--- config.mk ---
export PLATFORM = sky130hd
export DESIGN_NAME = rna_pair_move_enumerator_core
export DESIGN_NICKNAME = d
export VERILOG_FILES = /design/src/hw/rtl/rpme_pkg.sv /design/src/hw/rtl/rpme_ram.sv /design/src/hw/rtl/rpme_ctrl.sv /design/src/hw/rtl/rpme_dpath.sv /design/src/hw/rtl/rna_pair_move_enumerator_core.sv
export SDC_FILE = /design/constraint.sdc
export NUM_CORES = 1
export LEC_CHECK = 0
export ABC_AREA = 1
export BUFFER_PORTS_ARGS = -buffer_cell sky130_fd_sc_hd__buf_2
export CAP_MARGIN = 10
export CORE_ASPECT_RATIO = 0.75
export CORE_MARGIN = 5
export CORE_UTILIZATION = 45
export CTS_CLUSTER_DIAMETER = 150
export DETAILED_ROUTE_END_ITERATION = 8
export SKIP_CTS_REPAIR_TIMING = 1
export SYNTH_ARGS = -nofsm -noshare
export SYNTH_HDL_FRONTEND = slang
export SYNTH_HIERARCHICAL = 1
export SYNTH_SLANG_ARGS = --single-unit
--- constraint.sdc ---
create_clock -name clk -period 10.7 [get_ports clk]
set_clock_uncertainty 0.1 [all_clocks]
set_input_delay 2.14 -clock clk [delete_from_list [all_inputs] [get_ports clk]]
set_output_delay 2.14 -clock clk [all_outputs]
set_load 0.01 [all_outputs]
--- src/hw/rtl/rpme_pkg.sv ---
`default_nettype none
// ----------------------------------------------------------------------------
// rpme_pkg
// Shared types, codes and helpers of the RNA pair move enumerator.
// ----------------------------------------------------------------------------
package rpme_pkg;

  localparam int unsigned POS_W  = 7;
  localparam int unsigned JPOS_W = POS_W + 1;  // scan index, may run one past 127
  localparam int unsigned BASE_W = 3;
  localparam int unsigned GAP_W  = 6;
  localparam int unsigned KIND_W = 2;
  localparam int unsigned CFG_W  = 7;
  localparam int unsigned CFGI_W = 1;

  localparam int unsigned RESULT_CAP = 60;
  localparam int unsigned CNT_W      = 6;

  localparam logic [POS_W-1:0] SEQ_LEN_RESET = 7'd64;
  localparam logic [GAP_W-1:0] MIN_GAP_RESET = 6'd3;

  // configuration register indexes
  localparam logic [CFGI_W-1:0] CFG_SEQ_LENGTH = 1'b0;
  localparam logic [CFGI_W-1:0] CFG_MIN_GAP    = 1'b1;

  // opcodes
  localparam logic OP_LOAD = 1'b0;
  localparam logic OP_ROW  = 1'b1;

  // result kinds
  localparam logic [KIND_W-1:0] KIND_DELETE = 2'd0;
  localparam logic [KIND_W-1:0] KIND_INSERT = 2'd1;
  localparam logic [KIND_W-1:0] KIND_NONE   = 2'd2;
  localparam logic [KIND_W-1:0] KIND_ACK    = 2'd3;

  // nucleotide codes
  localparam logic [BASE_W-1:0] BASE_A = 3'd0;
  localparam logic [BASE_W-1:0] BASE_C = 3'd1;
  localparam logic [BASE_W-1:0] BASE_G = 3'd2;
  localparam logic [BASE_W-1:0] BASE_U = 3'd3;
  localparam logic [BASE_W-1:0] BASE_T = 3'd4;

  // controller to datapath
  typedef struct packed {
    logic start_load;
    logic start_row;
    logic row_eval;
    logic scan_adv;
    logic take_hit;
    logic emit_final;
  } rpme_cmd_t;

  // datapath to controller
  typedef struct packed {
    logic out_free;
    logic pend_valid;
    logic row_ok;
    logic row_paired;
    logic row_next_end;
    logic scan_hit;
    logic scan_close;
    logic scan_next_end;
    logic cap_hit;
  } rpme_stat_t;

  function automatic logic pairs_ok(input logic [BASE_W-1:0] a, input logic [BASE_W-1:0] b);
    logic ok;
    ok = 1'b0;
    case (a)
      BASE_A:  ok = (b == BASE_U) || (b == BASE_T);
      BASE_C:  ok = (b == BASE_G);
      BASE_G:  ok = (b == BASE_C) || (b == BASE_U) || (b == BASE_T);
      BASE_U:  ok = (b == BASE_A) || (b == BASE_G);
      BASE_T:  ok = (b == BASE_A) || (b == BASE_G);
      default: ok = 1'b0;
    endcase
    return ok;
  endfunction

endpackage
`default_nettype wire

--- src/hw/rtl/rpme_ram.sv ---
`default_nettype none
// ----------------------------------------------------------------------------
// rpme_ram
// Generic simple dual-port RAM, one write and one registered read port.
// ----------------------------------------------------------------------------
module rpme_ram #(
  parameter int unsigned WIDTH = 8,
  parameter int unsigned DEPTH = 64
) (
  input  wire logic                     clk,
  input  wire logic                     we,
  input  wire logic [$clog2(DEPTH)-1:0] waddr,
  input  wire logic [WIDTH-1:0]         wdata,
  input  wire logic [$clog2(DEPTH)-1:0] raddr,
  output logic      [WIDTH-1:0]         rdata_r
);

  logic [WIDTH-1:0] mem_r [DEPTH];

  always_ff @(posedge clk) begin
    if (we) begin
      mem_r[waddr] <= wdata;
    end
    rdata_r <= mem_r[raddr];
  end

endmodule
`default_nettype wire

--- src/hw/rtl/rpme_ctrl.sv ---
`default_nettype none
// ----------------------------------------------------------------------------
// rpme_ctrl
// Sequencer: accepts a transaction, walks the row scan, issues the final result.
// ----------------------------------------------------------------------------
module rpme_ctrl (
  input  wire logic                clk,
  input  wire logic                rst_n,
  input  wire logic                in_valid,
  input  wire logic                in_opcode,
  output logic                     in_ready,
  input  wire rpme_pkg::rpme_stat_t stat,
  output rpme_pkg::rpme_cmd_t      cmd
);
  import rpme_pkg::*;

  localparam logic [1:0] ST_IDLE = 2'd0;
  localparam logic [1:0] ST_ROW  = 2'd1;
  localparam logic [1:0] ST_SCAN = 2'd2;
  localparam logic [1:0] ST_FIN  = 2'd3;

  logic [1:0] state_r;
  logic [1:0] state_nxt;
  logic       stall;

  // a new hit needs the output slot only when an earlier one is still pending
  assign stall = stat.scan_hit && stat.pend_valid && !stat.out_free;

  always_comb begin
    state_nxt = state_r;
    cmd       = '0;
    in_ready  = 1'b0;
    unique case (state_r)
      ST_IDLE: begin
        in_ready = 1'b1;
        if (in_valid) begin
          if (in_opcode == OP_LOAD) begin
            cmd.start_load = 1'b1;
            state_nxt      = ST_FIN;
          end else begin
            cmd.start_row = 1'b1;
            state_nxt     = stat.row_ok ? ST_ROW : ST_FIN;
          end
        end
      end
      ST_ROW: begin
        cmd.row_eval = 1'b1;
        state_nxt    = (stat.row_paired || stat.row_next_end) ? ST_FIN : ST_SCAN;
      end
      ST_SCAN: begin
        if (!stall) begin
          cmd.scan_adv = 1'b1;
          cmd.take_hit = stat.scan_hit;
          if (stat.scan_close || stat.scan_next_end || (stat.scan_hit && stat.cap_hit)) begin
            state_nxt = ST_FIN;
          end
        end
      end
      ST_FIN: begin
        if (stat.out_free) begin
          cmd.emit_final = 1'b1;
          state_nxt      = ST_IDLE;
        end
      end
      default: state_nxt = ST_IDLE;
    endcase
  end

  always_ff @(posedge clk) begin
    if (!rst_n) begin
      state_r <= ST_IDLE;
    end else begin
      state_r <= state_nxt;
    end
  end

  a_final_needs_slot: assert property (@(posedge clk) disable iff (!rst_n)
    cmd.emit_final |-> stat.out_free)
    else $error("final result issued while output slot busy");

  a_hit_push_needs_slot: assert property (@(posedge clk) disable iff (!rst_n)
    (cmd.take_hit && stat.pend_valid) |-> stat.out_free)
    else $error("pending insert pushed while output slot busy");

  a_row_follows_accept: assert property (@(posedge clk) disable iff (!rst_n)
    (state_r == ST_ROW) |-> $past(cmd.start_row))
    else $error("row evaluation without a row transaction");

endmodule
`default_nettype wire

--- src/hw/rtl/rpme_dpath.sv ---
`default_nettype none
// ----------------------------------------------------------------------------
// rpme_dpath
// Sequence store, config registers, scan pointer, pending result and output
// register.
// ----------------------------------------------------------------------------
module rpme_dpath #(
  parameter int unsigned MAX_LEN = 64
) (
  input  wire logic                         clk,
  input  wire logic                         rst_n,
  input  wire logic                         cfg_we,
  input  wire logic [rpme_pkg::CFGI_W-1:0]  cfg_index,
  input  wire logic [rpme_pkg::CFG_W-1:0]   cfg_wdata,
  input  wire logic [rpme_pkg::POS_W-1:0]   in_position,
  input  wire logic [rpme_pkg::BASE_W-1:0]  in_base_code,
  input  wire logic [rpme_pkg::POS_W-1:0]   in_partner_pos,
  input  wire logic                         out_ready,
  output logic                              out_valid,
  output logic      [rpme_pkg::POS_W-1:0]   out_move_left,
  output logic      [rpme_pkg::POS_W-1:0]   out_move_right,
  output logic      [rpme_pkg::KIND_W-1:0]  out_move_kind,
  output logic                              out_last_of_row,
  input  wire rpme_pkg::rpme_cmd_t          cmd,
  output rpme_pkg::rpme_stat_t              stat
);
  import rpme_pkg::*;

  localparam int unsigned AW     = $clog2(MAX_LEN);
  localparam int unsigned XW     = (AW > JPOS_W) ? AW : JPOS_W;
  localparam int unsigned MAXC   = (MAX_LEN > 127) ? 127 : MAX_LEN;
  localparam logic [POS_W-1:0] MAX_POS = POS_W'(MAXC);
  localparam int unsigned ENT_W  = BASE_W + POS_W;

  logic [POS_W-1:0]  seq_len_r;
  logic [GAP_W-1:0]  min_gap_r;
  logic [POS_W-1:0]  len;

  logic [POS_W-1:0]  i_r;
  logic [JPOS_W-1:0] j_r;
  logic [BASE_W-1:0] bi_r;
  logic [CNT_W-1:0]  cnt_r;

  logic              pend_valid_r;
  logic [POS_W-1:0]  pend_left_r;
  logic [POS_W-1:0]  pend_right_r;
  logic [KIND_W-1:0] pend_kind_r;

  logic              out_valid_r;
  logic [POS_W-1:0]  out_left_r;
  logic [POS_W-1:0]  out_right_r;
  logic [KIND_W-1:0] out_kind_r;
  logic              out_last_r;

  logic [ENT_W-1:0]  rdata;
  logic [BASE_W-1:0] rd_base;
  logic [POS_W-1:0]  rd_partner;
  logic              ram_we;
  logic [AW-1:0]     waddr;
  logic [AW-1:0]     raddr;
  logic [XW-1:0]     waddr_ext;
  logic [XW-1:0]     raddr_ext;
  logic [JPOS_W-1:0] rd_pos;

  logic [JPOS_W-1:0] i_next;
  logic [JPOS_W-1:0] q_ext;
  logic [JPOS_W-1:0] j_step;
  logic [JPOS_W-1:0] pair_dist;
  logic              scan_open;
  logic              push_hit;

  assign len = (seq_len_r < MAX_POS) ? seq_len_r : MAX_POS;

  always_ff @(posedge clk) begin
    if (!rst_n) begin
      seq_len_r <= SEQ_LEN_RESET;
      min_gap_r <= MIN_GAP_RESET;
    end else if (cfg_we) begin
      unique case (cfg_index)
        CFG_SEQ_LENGTH: seq_len_r <= cfg_wdata;
        CFG_MIN_GAP:    min_gap_r <= cfg_wdata[GAP_W-1:0];
        default:        ;
      endcase
    end
  end

  // store: one entry per position, base over partner
  assign ram_we    = cmd.start_load && (in_position != '0) && (in_position <= MAX_POS);
  assign waddr_ext = XW'(in_position) - XW'(1);
  assign waddr     = waddr_ext[AW-1:0];

  assign rd_base    = rdata[ENT_W-1 -: BASE_W];
  assign rd_partner = rdata[POS_W-1:0];

  assign i_next    = JPOS_W'(i_r) + JPOS_W'(1);
  assign q_ext     = JPOS_W'(rd_partner);
  assign scan_open = q_ext > j_r;
  // jump over an enclosed helix to the position after its closing partner
  assign j_step    = scan_open ? (q_ext + JPOS_W'(1)) : (j_r + JPOS_W'(1));
  assign pair_dist = j_r - JPOS_W'(i_r);

  always_comb begin
    if (cmd.start_row) begin
      rd_pos = JPOS_W'(in_position);
    end else if (cmd.row_eval) begin
      rd_pos = i_next;
    end else if (cmd.scan_adv) begin
      rd_pos = j_step;
    end else begin
      rd_pos = j_r;
    end
  end

  assign raddr_ext = XW'(rd_pos) - XW'(1);
  assign raddr     = raddr_ext[AW-1:0];

  rpme_ram #(
    .WIDTH (ENT_W),
    .DEPTH (MAX_LEN)
  ) u_store (
    .clk     (clk),
    .we      (ram_we),
    .waddr   (waddr),
    .wdata   ({in_base_code, in_partner_pos}),
    .raddr   (raddr),
    .rdata_r (rdata)
  );

  always_comb begin
    stat.out_free      = !out_valid_r || out_ready;
    stat.pend_valid    = pend_valid_r;
    stat.row_ok        = (in_position != '0) && (in_position <= len);
    stat.row_paired    = rd_partner != '0;
    stat.row_next_end  = i_next > JPOS_W'(len);
    stat.scan_hit      = (rd_partner == '0) && (pair_dist > JPOS_W'(min_gap_r))
                         && pairs_ok(bi_r, rd_base);
    stat.scan_close    = (rd_partner != '0) && !scan_open;
    stat.scan_next_end = j_step > JPOS_W'(len);
    stat.cap_hit       = cnt_r == CNT_W'(RESULT_CAP - 1);
  end

  assign push_hit = cmd.take_hit && pend_valid_r;

  // scan registers
  always_ff @(posedge clk) begin
    if (cmd.start_row) begin
      i_r <= in_position;
    end
    if (cmd.row_eval) begin
      bi_r <= rd_base;
      j_r  <= i_next;
    end else if (cmd.scan_adv) begin
      j_r <= j_step;
    end
  end

  // pending result: held back until it is known whether it closes the row
  always_ff @(posedge clk) begin
    if (!rst_n) begin
      pend_valid_r <= 1'b0;
      cnt_r        <= '0;
    end else begin
      if (cmd.start_load) begin
        pend_valid_r <= 1'b1;
      end else if (cmd.start_row || cmd.emit_final) begin
        pend_valid_r <= 1'b0;
        cnt_r        <= '0;
      end else if (cmd.row_eval) begin
        pend_valid_r <= (rd_partner != '0) && (rd_partner >= i_r);
      end else if (cmd.take_hit) begin
        pend_valid_r <= 1'b1;
        cnt_r        <= cnt_r + CNT_W'(1);
      end
    end
  end

  always_ff @(posedge clk) begin
    if (cmd.start_load) begin
      pend_left_r  <= '0;
      pend_right_r <= '0;
      pend_kind_r  <= KIND_ACK;
    end else if (cmd.row_eval) begin
      pend_left_r  <= i_r;
      pend_right_r <= rd_partner;
      pend_kind_r  <= KIND_DELETE;
    end else if (cmd.take_hit) begin
      pend_left_r  <= i_r;
      pend_right_r <= j_r[POS_W-1:0];
      pend_kind_r  <= KIND_INSERT;
    end
  end

  // output register
  always_ff @(posedge clk) begin
    if (!rst_n) begin
      out_valid_r <= 1'b0;
    end else if (push_hit || cmd.emit_final) begin
      out_valid_r <= 1'b1;
    end else if (out_ready) begin
      out_valid_r <= 1'b0;
    end
  end

  always_ff @(posedge clk) begin
    if (push_hit) begin
      out_left_r  <= pend_left_r;
      out_right_r <= pend_right_r;
      out_kind_r  <= pend_kind_r;
      out_last_r  <= 1'b0;
    end else if (cmd.emit_final) begin
      out_left_r  <= pend_valid_r ? pend_left_r  : '0;
      out_right_r <= pend_valid_r ? pend_right_r : '0;
      out_kind_r  <= pend_valid_r ? pend_kind_r  : KIND_NONE;
      out_last_r  <= 1'b1;
    end
  end

  assign out_valid       = out_valid_r;
  assign out_move_left   = out_left_r;
  assign out_move_right  = out_right_r;
  assign out_move_kind   = out_kind_r;
  assign out_last_of_row = out_last_r;

  a_cnt_bound: assert property (@(posedge clk) disable iff (!rst_n)
    cnt_r <= CNT_W'(RESULT_CAP))
    else $error("insert count beyond row cap");

  a_scan_ahead: assert property (@(posedge clk) disable iff (!rst_n)
    cmd.take_hit |-> (j_r > JPOS_W'(i_r)) && (j_r <= JPOS_W'(len)))
    else $error("insert partner outside scan window");

  a_push_loads_out: assert property (@(posedge clk) disable iff (!rst_n)
    (push_hit || cmd.emit_final) |=> out_valid_r)
    else $error("pushed result not presented");

endmodule
`default_nettype wire

--- src/hw/rtl/rna_pair_move_enumerator_core.sv ---
`default_nettype none
// ----------------------------------------------------------------------------
// rna_pair_move_enumerator_core
// Holds an RNA sequence with its pair table and lists the insert/delete moves
// of one row per request.
// ----------------------------------------------------------------------------
//   channel | direction | handshake           | payload
//   in_     | input     | in_valid/in_ready   | opcode, position, base_code, partner_pos
//   out_    | output    | out_valid/out_ready | move_left, move_right, move_kind, last_of_row
//   cfg_    | input     | cfg_we              | cfg_index, cfg_wdata (seq_length, min_gap)
//
// A load goes through the accept and final states, as does a row outside the
// length. A row goes through accept, row evaluation, one scan step per scanned
// position (at most seq_length) and the final state; the store has one registered
// read port; the scan reads one entry per cycle unless stalled; jumps over helices
// cost nothing extra. One transaction is in flight at a time; a full output
// register stalls the scan. Reset clears control and config; the store is not cleared.
// ----------------------------------------------------------------------------
module rna_pair_move_enumerator_core #(
  parameter int unsigned MAX_LEN = 64
) (
  input  wire logic                         clk,
  input  wire logic                         rst_n,
  input  wire logic                         cfg_we,
  input  wire logic [rpme_pkg::CFGI_W-1:0]  cfg_index,
  input  wire logic [rpme_pkg::CFG_W-1:0]   cfg_wdata,
  input  wire logic                         in_valid,
  output logic                              in_ready,
  input  wire logic                         in_opcode,
  input  wire logic [rpme_pkg::POS_W-1:0]   in_position,
  input  wire logic [rpme_pkg::BASE_W-1:0]  in_base_code,
  input  wire logic [rpme_pkg::POS_W-1:0]   in_partner_pos,
  output logic                              out_valid,
  input  wire logic                         out_ready,
  output logic      [rpme_pkg::POS_W-1:0]   out_move_left,
  output logic      [rpme_pkg::POS_W-1:0]   out_move_right,
  output logic      [rpme_pkg::KIND_W-1:0]  out_move_kind,
  output logic                              out_last_of_row
);
  import rpme_pkg::*;

  rpme_cmd_t  cmd;
  rpme_stat_t stat;

  rpme_ctrl u_ctrl (
    .clk       (clk),
    .rst_n     (rst_n),
    .in_valid  (in_valid),
    .in_opcode (in_opcode),
    .in_ready  (in_ready),
    .stat      (stat),
    .cmd       (cmd)
  );

  rpme_dpath #(
    .MAX_LEN (MAX_LEN)
  ) u_dpath (
    .clk             (clk),
    .rst_n           (rst_n),
    .cfg_we          (cfg_we),
    .cfg_index       (cfg_index),
    .cfg_wdata       (cfg_wdata),
    .in_position     (in_position),
    .in_base_code    (in_base_code),
    .in_partner_pos  (in_partner_pos),
    .out_ready       (out_ready),
    .out_valid       (out_valid),
    .out_move_left   (out_move_left),
    .out_move_right  (out_move_right),
    .out_move_kind   (out_move_kind),
    .out_last_of_row (out_last_of_row),
    .cmd             (cmd),
    .stat            (stat)
  );

endmodule
`default_nettype wire
* Word level (Yosys, flattened, before mapping)
Memories as Yosys holds them, arrays and structs flattened. A register that Yosys moved wholly into a read port is not among the register bits. Index checks and enable logic that the tools add are counted.
Word-level totals: bits in registers 74, bits in writable memories 640, bits of input ports 31, output and inout port bits 19, logic and storage cells 141, memories 1
Memory list:
- u_dpath.u_store.mem_r | words 64, width 10, read ports 1, clocked after Yosys merged registers in 1, write ports 1, RTL line rpme_ram.sv:18 | logic [WIDTH-1:0] mem_r [DEPTH];
Cells by class: add/sub/neg operators 7, magnitude comparators 8, equal/unequal tests 17, muxes and demuxes 50, bitwise gates (word level) 2, reductions and logical operators 40
Operators by type and width (count):
- 2-to-1 mux 7 bit | 11
- 2-to-1 mux 2 bit | 15
- 2-to-1 mux 6 bit | 4
- 2-to-1 mux 8 bit | 3
- adder 7 x 1 -> 8 bit (second input constant) | 2
- > comparator 8 x 7 -> 1 bit | 2
- 2-to-1 mux 1 bit | 15
- nonzero test 7 bit | 2
- == test 3 x 2 -> 1 bit (second input constant) | 4
- subtractor 6 x 1 -> 6 bit (second input constant) | 2
- logical AND 1 bit | 11
- logical OR 1 bit | 10
- adder 8 x 1 -> 8 bit (second input constant) | 1
- > comparator 7 x 8 -> 1 bit | 1
- > comparator 8 x 6 -> 1 bit | 1
- case mux 2 bit (4 select lines) | 1
- nonzero test 2 bit | 4
- subtractor 8 x 7 -> 8 bit | 1
- >= comparator 7 bit | 1
- less-or-equal comparator 7 bit | 1
- less-or-equal comparator 7 bit (second input constant) | 1
- logical NOT 7 bit | 1
- < comparator 7 bit (second input constant) | 1
- adder 6 x 1 -> 6 bit (second input constant) | 1
- other kinds (17) | 28

* Depth between registers and ports, before layout
Gate-level depths: netlist (run 1).
depth in word-level cells 13, depth in mapped cells 36, gate-level depth less buffers 33

* By module
The synthesis (run 1) kept the hierarchy.
By module, submodules not included:
- rpme_ram | instances 1, cells an instance 2233, area an instance 26436.6 um^2, sequential area each 19418.6 um^2
- rpme_dpath | instances 1, cells an instance 639, area an instance 4885.9 um^2, sequential area each 1721.7 um^2
- rpme_ctrl | instances 1, cells an instance 43, area an instance 254.0 um^2, sequential area each 40.0 um^2

* Worst setup path before layout (run 1)
Ideal clock, no wire load.
path kind input to register, start input in_position[0] (netlist name), end memory u_dpath/u_store/mem_r[48][0] (netlist name) (enable), setup time 0.404 ns, arrival time 4.285 ns, required time 10.196 ns, setup slack 5.912 ns, stages on the path 8, path buffers 1, path through inv_1 ha_1 nand4_1 o21ai_0 a21oi_1 clkbuf_1 nand4_1 nor4_1
Between the ends: word-level cells in the longest chain between the ends 5, elaborated cells between the ends (all ways) 7, those cells by class 1 x add/sub; 1 x order compare; 2 x mux; 3 x reduce/logical
Ends and longest elaborated chain:
- start, declared | RTL line rna_pair_move_enumerator_core.sv:30 | input wire logic [rpme_pkg::POS_W-1:0] in_position,
- parallel branches: the longest is 2 deep, another holds less-or-equal comparator 7 bit
- logical AND 1 bit (*) | RTL line rpme_dpath.sv:88 | assign ram_we = cmd.start_load && (in_position != '0) && (in_position <= MAX_POS);
- named net u_dpath.ram_we | RTL line rpme_dpath.sv:58 | logic ram_we;
- 2-to-1 mux 1 bit (*) | RTL line rpme_ram.sv:21 | if (we) begin
- 2-to-1 mux 1 bit (not written as such) (*) | RTL line rpme_ram.sv:22 | mem_r[waddr] <= wdata;
- end, declared | RTL line rpme_ram.sv:18
Mark *: on every way through the listed nets, which the timed path passes.

==> run metrics, run 1 <==
status completed; Initial Utilization 45.2%; slowest CP cell buf_4; GR Overflow Total 0; DR WL/cell 22.2 µm; WS Path Type flip-flop to flip-flop; fillers 6263; max_cap viols 0; CTS clock-pin slew for the worst setup and hold paths 0.06 ns; Top cell by count, worst path nand3_1; sequential area share after synthesis 67.1%; kind of start point of the critical path flip-flop; Slew Viols, Final 0; worst rel slew slack 21.6%; Detail Route Antenna Nets 0; final setup fails 0; number of buffers created by CTS 73; Clock Latency Late Sink 0.62 ns; Tmin final 7.54 ns; hpwl dp 53100 µm; # IOs 50; FP Rows 84; Slew @ Worst Pin 1.17 ns; Port Buf Inserts 49; CTS tree yes; Sum Neg Setup Slack 0 ns; die height 239 µm; critical path arrival 8.00 ns; final cycle utilization of the critical path 70.5%; Placer Congestion 0.901; Tightest Hold Check Type flip-flop to flip-flop; DR vias/cell 5.61; final net count 3016; Mapped Avg Cell Area 10.8 µm²; synth warn 6; total wire length 87100 µm; #FFs+latches synth 724; crit-path max cell delay 0.70 ns; post-synth net total 3005; top achievable clock speed 133 MHz; RSZ-0062 raised after global routing no; largest net degree at the start of global routing 164; first-pass GRT wire length 130000 µm; Die ar. 75600 µm²; CP max FO 60; CTS Root Cell clkbuf_16; CTS max path bufs 3; level count of the clock H-tree 3; Final Hold Viols 0; synth unique cells 48; vias in the first global route 20500; Layout area overhead 10.4%; Reg-to-Reg Start u_dpath/i_r[0]; 1st-iter DRT viols 3073; mapped cell area 31600 µm²; endpoint class of the critical path flip-flop; via count 22000; drt drc 0; Die Wd 316 µm; share of cells above drive strength 1 8.18%; Core ar. 69800 µm²; DRT Pass-1 Iters 7; worst hold start u_dpath/seq_len_r[0]; Required @ worst endpoint 11.16 ns; Cells after Synth 2915; antenna violations before repair 3; CTS sink count 724; crit path from u_dpath/i_r[0]; gr usage total 22.8%
layout make-up:
cell class	count	area (µm²)	share of cell area, %
sequential	724	21200	60.8
multi-input combinational	1908	9070	26.0
clock buffer	96	2030	5.82
tap	946	1180	3.40
timing repair buffer	88	551	1.58
inverter	131	504	1.45
clock inverter	36	334	0.959
antenna	1	2.50	0.00718
cell usage in the layout, fill, tap and decap left out, types with 15 or more instances in the layout:
cell type  instances
edfxtp_1         668
nor2_1           115
nand4_1           16
buf_4             38
inv_1            123
clkbuf_16         77
ha_1              58
o21ai_0           38
nand2_1          957
xor2_1            15
a21oi_1           41
clkbuf_1          16
nand3_1          579
dfxtp_1           56
buf_2             49
metal layers:
| metal | share of wire [%] | track usage, % | wire length (µm) |
|---|---|---|---|
| met5 | 0.011 | 0 | 10 |
| met4 | 1.8 | 4.71 | 1560 |
| met3 | 12 | 7.00 | 10200 |
| met2 | 42 | 31.8 | 36500 |
| met1 | 45 | 35.1 | 38900 |
cell families (layout without fill, tap and decap cells):
group | after synthesis | in the layout | synth area share (%)
XOR/XNOR | 19 | 19 | 0.527
buffers and inverters | 283 | 351 | 4.51
AND/OR/NAND/NOR | 1721 | 1721 | 23.6
flip-flops | 724 | 724 | 67.1
other | 0 | 1 | 0
AO/OA/AOI/OAI | 109 | 109 | 1.95
adder cells (fa/ha/maj) | 59 | 59 | 2.36
synthesized netlist by cell type (all sizes together):
cell type | count | area share (%)
a31oi | 5 | 0.099
buf | 117 | 2.5
edfxtp | 668 | 64
o22ai | 2 | 0.059
and2 | 1 | 0.020
or2 | 1 | 0.020
a21boi | 1 | 0.024
o21bai | 4 | 0.095
xnor2 | 2 | 0.055
nand2 | 973 | 12
o211ai | 4 | 0.095
nor4 | 9 | 0.18
nand4 | 17 | 0.38
nor2 | 117 | 1.4
dfxtp | 56 | 3.6
nand3b | 4 | 0.095
fa | 1 | 0.063
o31a | 1 | 0.028
o21ai | 41 | 0.65
xor2 | 17 | 0.47
nor3b | 2 | 0.048
a22oi | 1 | 0.040
nand3 | 590 | 9.5
o21a | 4 | 0.095
clkbuf | 35 | 0.42
nor3 | 7 | 0.15
inv | 130 | 1.6
o31ai | 2 | 0.048
clkinv | 1 | 0.012
ha | 58 | 2.3
a21o | 3 | 0.071
a21oi | 41 | 0.65
through the flow:
| stage | setup slack, ns | instance area [µm²] | utilization, % | hold WS [ns] | instances |
|---|---|---|---|---|---|
| 2_1_floorplan | 5.91 | 31600 | - | 0.330 | 2915 |
| 3_3_place_gp | 3.36 | 32500 | 46.5 | 0.346 | 3793 |
| 3_5_place_dp | 3.32 | 32500 | 46.6 | 0.361 | 3797 |
| 4_1_cts | 3.32 | 34800 | 49.9 | 0.373 | 3929 |
| 5_1_grt | 2.61 | 34800 | 49.9 | 0.393 | 3929 |
| 6_report | 3.16 | 34900 | 49.9 | 0.372 | 3930 |
worst max-delay path, delay by kind of cell, from the launching register on:
kind | cells | cell delay (ns)
AND/OR/NAND/NOR | 14 | 2.63
buffers and inverters | 8 | 1.86
adder cells (fa/ha/maj) | 4 | 1.26
AO/OA/AOI/OAI | 3 | 0.72
flip-flops | 1 | 0.52
XOR/XNOR | 2 | 0.26
flip-flops by register name, indices dropped and copies added (netlist names):
signal                   flops
u_dpath/u_store/mem_r      640
u_dpath/out_last_of_row      1
u_dpath/bi_r                 3
u_dpath/pend_kind_r          2
u_dpath/i_r                  7
u_dpath/cnt_r                6
u_ctrl/state_r               2
u_dpath/pend_valid_r         1
u_dpath/pend_left_r          7
u_dpath/seq_len_r            7
u_dpath/pend_right_r         7
u_dpath/out_valid            1
u_dpath/out_move_right       7
u_dpath/min_gap_r            6
u_dpath/j_r                  8
u_dpath/u_store/rdata_r     10
u_dpath/out_move_kind        2
u_dpath/out_move_left        7
worst paths after layout:
kind / slack (ns) / end / depth (start not counted)
worst max-delay path: 3.16 / u_dpath/u_store/rdata_r[8] / 31
worst min-delay path: 0.37 / u_dpath/seq_len_r[0] / 2
worst max register to register: 3.16 / u_dpath/u_store/rdata_r[8] / 31
worst min register to register: 0.37 / u_dpath/seq_len_r[0] / 2
Power of run 1 is not shown: default switching activity piles up to over one toggle a cycle in this logic, so the estimate is an artifact.
==> run 2, diff against run 1 <==
- clock period: 10.7 -> 7.05 ns (I/O delays scaled with it)
==> run metrics, run 2 (same netlist as run 1, synthesis figures left out) <==
status completed (unchanged); DR WL/cell 21.9 µm (was 22.2 µm); top achievable clock speed 163 MHz (was 133 MHz); DRT Pass-1 Iters 5 (was 7); WS Path Type flip-flop to flip-flop (unchanged); worst rel slew slack 30.1% (was 21.6%); GR Overflow Total 0 (unchanged); Tmin final 6.14 ns (was 7.54 ns); max FFs per register 640 (unchanged); antenna violations before repair 2 (was 3); Core ar. 69800 µm² (unchanged); Layout area overhead 11.3% (was 10.4%); RSZ-0062 raised after global routing no (unchanged); via count 22000 (about the same); level count of the clock H-tree 3 (unchanged); # IOs 50 (unchanged); CTS Root Cell clkbuf_16 (unchanged); # diodes 0 (was 1); crit-path max cell delay 0.57 ns (was 0.70 ns); most frequent cells in the layout nand2_1 (957), edfxtp_1 (668), nand3_1 (579) (unchanged); Final Hold Viols 0 (unchanged); Die ar. 75600 µm² (unchanged); first-pass GRT wire length 131000 µm (was 130000 µm); final setup fails 0 (unchanged); Tightest Hold Check Type flip-flop to flip-flop (unchanged); Die Wd 316 µm (unchanged); slowest CP cell buf_4 (unchanged); largest registers u_dpath/u_store/mem_r x640, u_dpath/u_store/rdata_r x10, u_dpath/j_r x8 (unchanged); Initial Utilization 45.2% (unchanged); final net count 3064 (was 3016); CTS max path bufs 3 (unchanged); critical path arrival 6.59 ns (was 8.00 ns); Top cell by count, worst path nand3_1 (unchanged); endpoint class of the critical path flip-flop (unchanged); drt drc 0 (unchanged); Required @ worst endpoint 7.50 ns (was 11.16 ns); leading cell type in the layout, fill and taps excluded nand2_1 (unchanged); final cycle utilization of the critical path 87.1% (was 70.5%); Detail Route Antenna Nets 0 (unchanged); total wire length 87100 µm (about the same); Sum Neg Setup Slack 0 ns (unchanged); gr usage total 22.9% (was 22.8%); CP max FO 41 (was 60); Placer Congestion 0.969 (was 0.901); Slew @ Worst Pin 1.04 ns (was 1.17 ns); kind of start point of the critical path flip-flop (unchanged); share of cells above drive strength 1 9.41% (was 8.18%); Clock Latency Late Sink 0.63 ns (was 0.62 ns); CTS sink count 724 (unchanged); Slew Viols, Final 0 (unchanged); CTS tree yes (unchanged); hpwl dp 53900 µm (was 53100 µm); DR vias/cell 5.54 (was 5.61); number of buffers created by CTS 71 (was 73); fillers 6304 (was 6263); Port Buf Inserts 49 (unchanged); 1st-iter DRT viols 2782 (was 3073); FP Rows 84 (unchanged); Largest Register u_dpath/u_store/mem_r (unchanged); largest net degree at the start of global routing 107 (was 164); CTS clock-pin slew for the worst setup and hold paths 0.06 ns (about the same); vias in the first global route 20800 (was 20500); max_cap viols 0 (unchanged); die height 239 µm (unchanged)
## run 2: worst paths after layout
check / slack, ns / depth (start not counted) / start / end
max: 0.91 / 31 / u_dpath/i_r[0] / u_dpath/u_store/rdata_r[8]
min: 0.38 / 0 / u_dpath/u_store/rdata_r[7] / u_dpath/bi_r[0]
max reg2reg: 0.91 / 31 / u_dpath/i_r[0] / u_dpath/u_store/rdata_r[8]
min reg2reg: 0.38 / 0 / u_dpath/u_store/rdata_r[7] / u_dpath/bi_r[0]
## run 2: per-stage QoR
step	cells	cell area (µm²)	hold slack, ns	util [%]	setup slack [ns]
6_report	3976	35100	0.378	50.4	0.912
5_1_grt	3976	35100	0.385	50.4	0.451
4_1_cts	3976	35100	0.372	50.4	0.949
3_5_place_dp	3847	32900	0.357	47.2	0.971
3_3_place_gp	3846	32900	0.349	47.2	1.09
2_1_floorplan	2915	31600	0.330	-	2.37
## run 2: critical path: cells and delay by family (launching register included)
family / cells / cell delay, ns
buffers and inverters: 8 / 1.76
and+or+nand+nor: 14 / 1.48
adders and majority gates: 4 / 1.13
AOI/OAI and AO/OA: 3 / 0.72
DFF: 1 / 0.52
xor gates and xnor gates: 2 / 0.34
## run 2: cell type report
| type | instances | area (µm²) | share of cell area [%] |
|---|---|---|---|
| sequential | 724 | 21200 | 60.3 |
| multi-input combinational | 1908 | 9070 | 25.8 |
| clock buffer | 85 | 1890 | 5.39 |
| tap | 946 | 1180 | 3.37 |
| timing repair buffer | 138 | 1010 | 2.88 |
| inverter | 131 | 504 | 1.43 |
| clock inverter | 44 | 300 | 0.854 |
## run 2: metal layers
layer  vias to the layer above  track usage (%)  share of wire, %
met4                         2             5.69               2.3
met5                         -                0             0.015
met3                       131             7.29                11
li1                      10200                -                 -
met2                       975             32.0                42
met1                     10700             34.9                45
Power of run 2 is left out for the same reason.
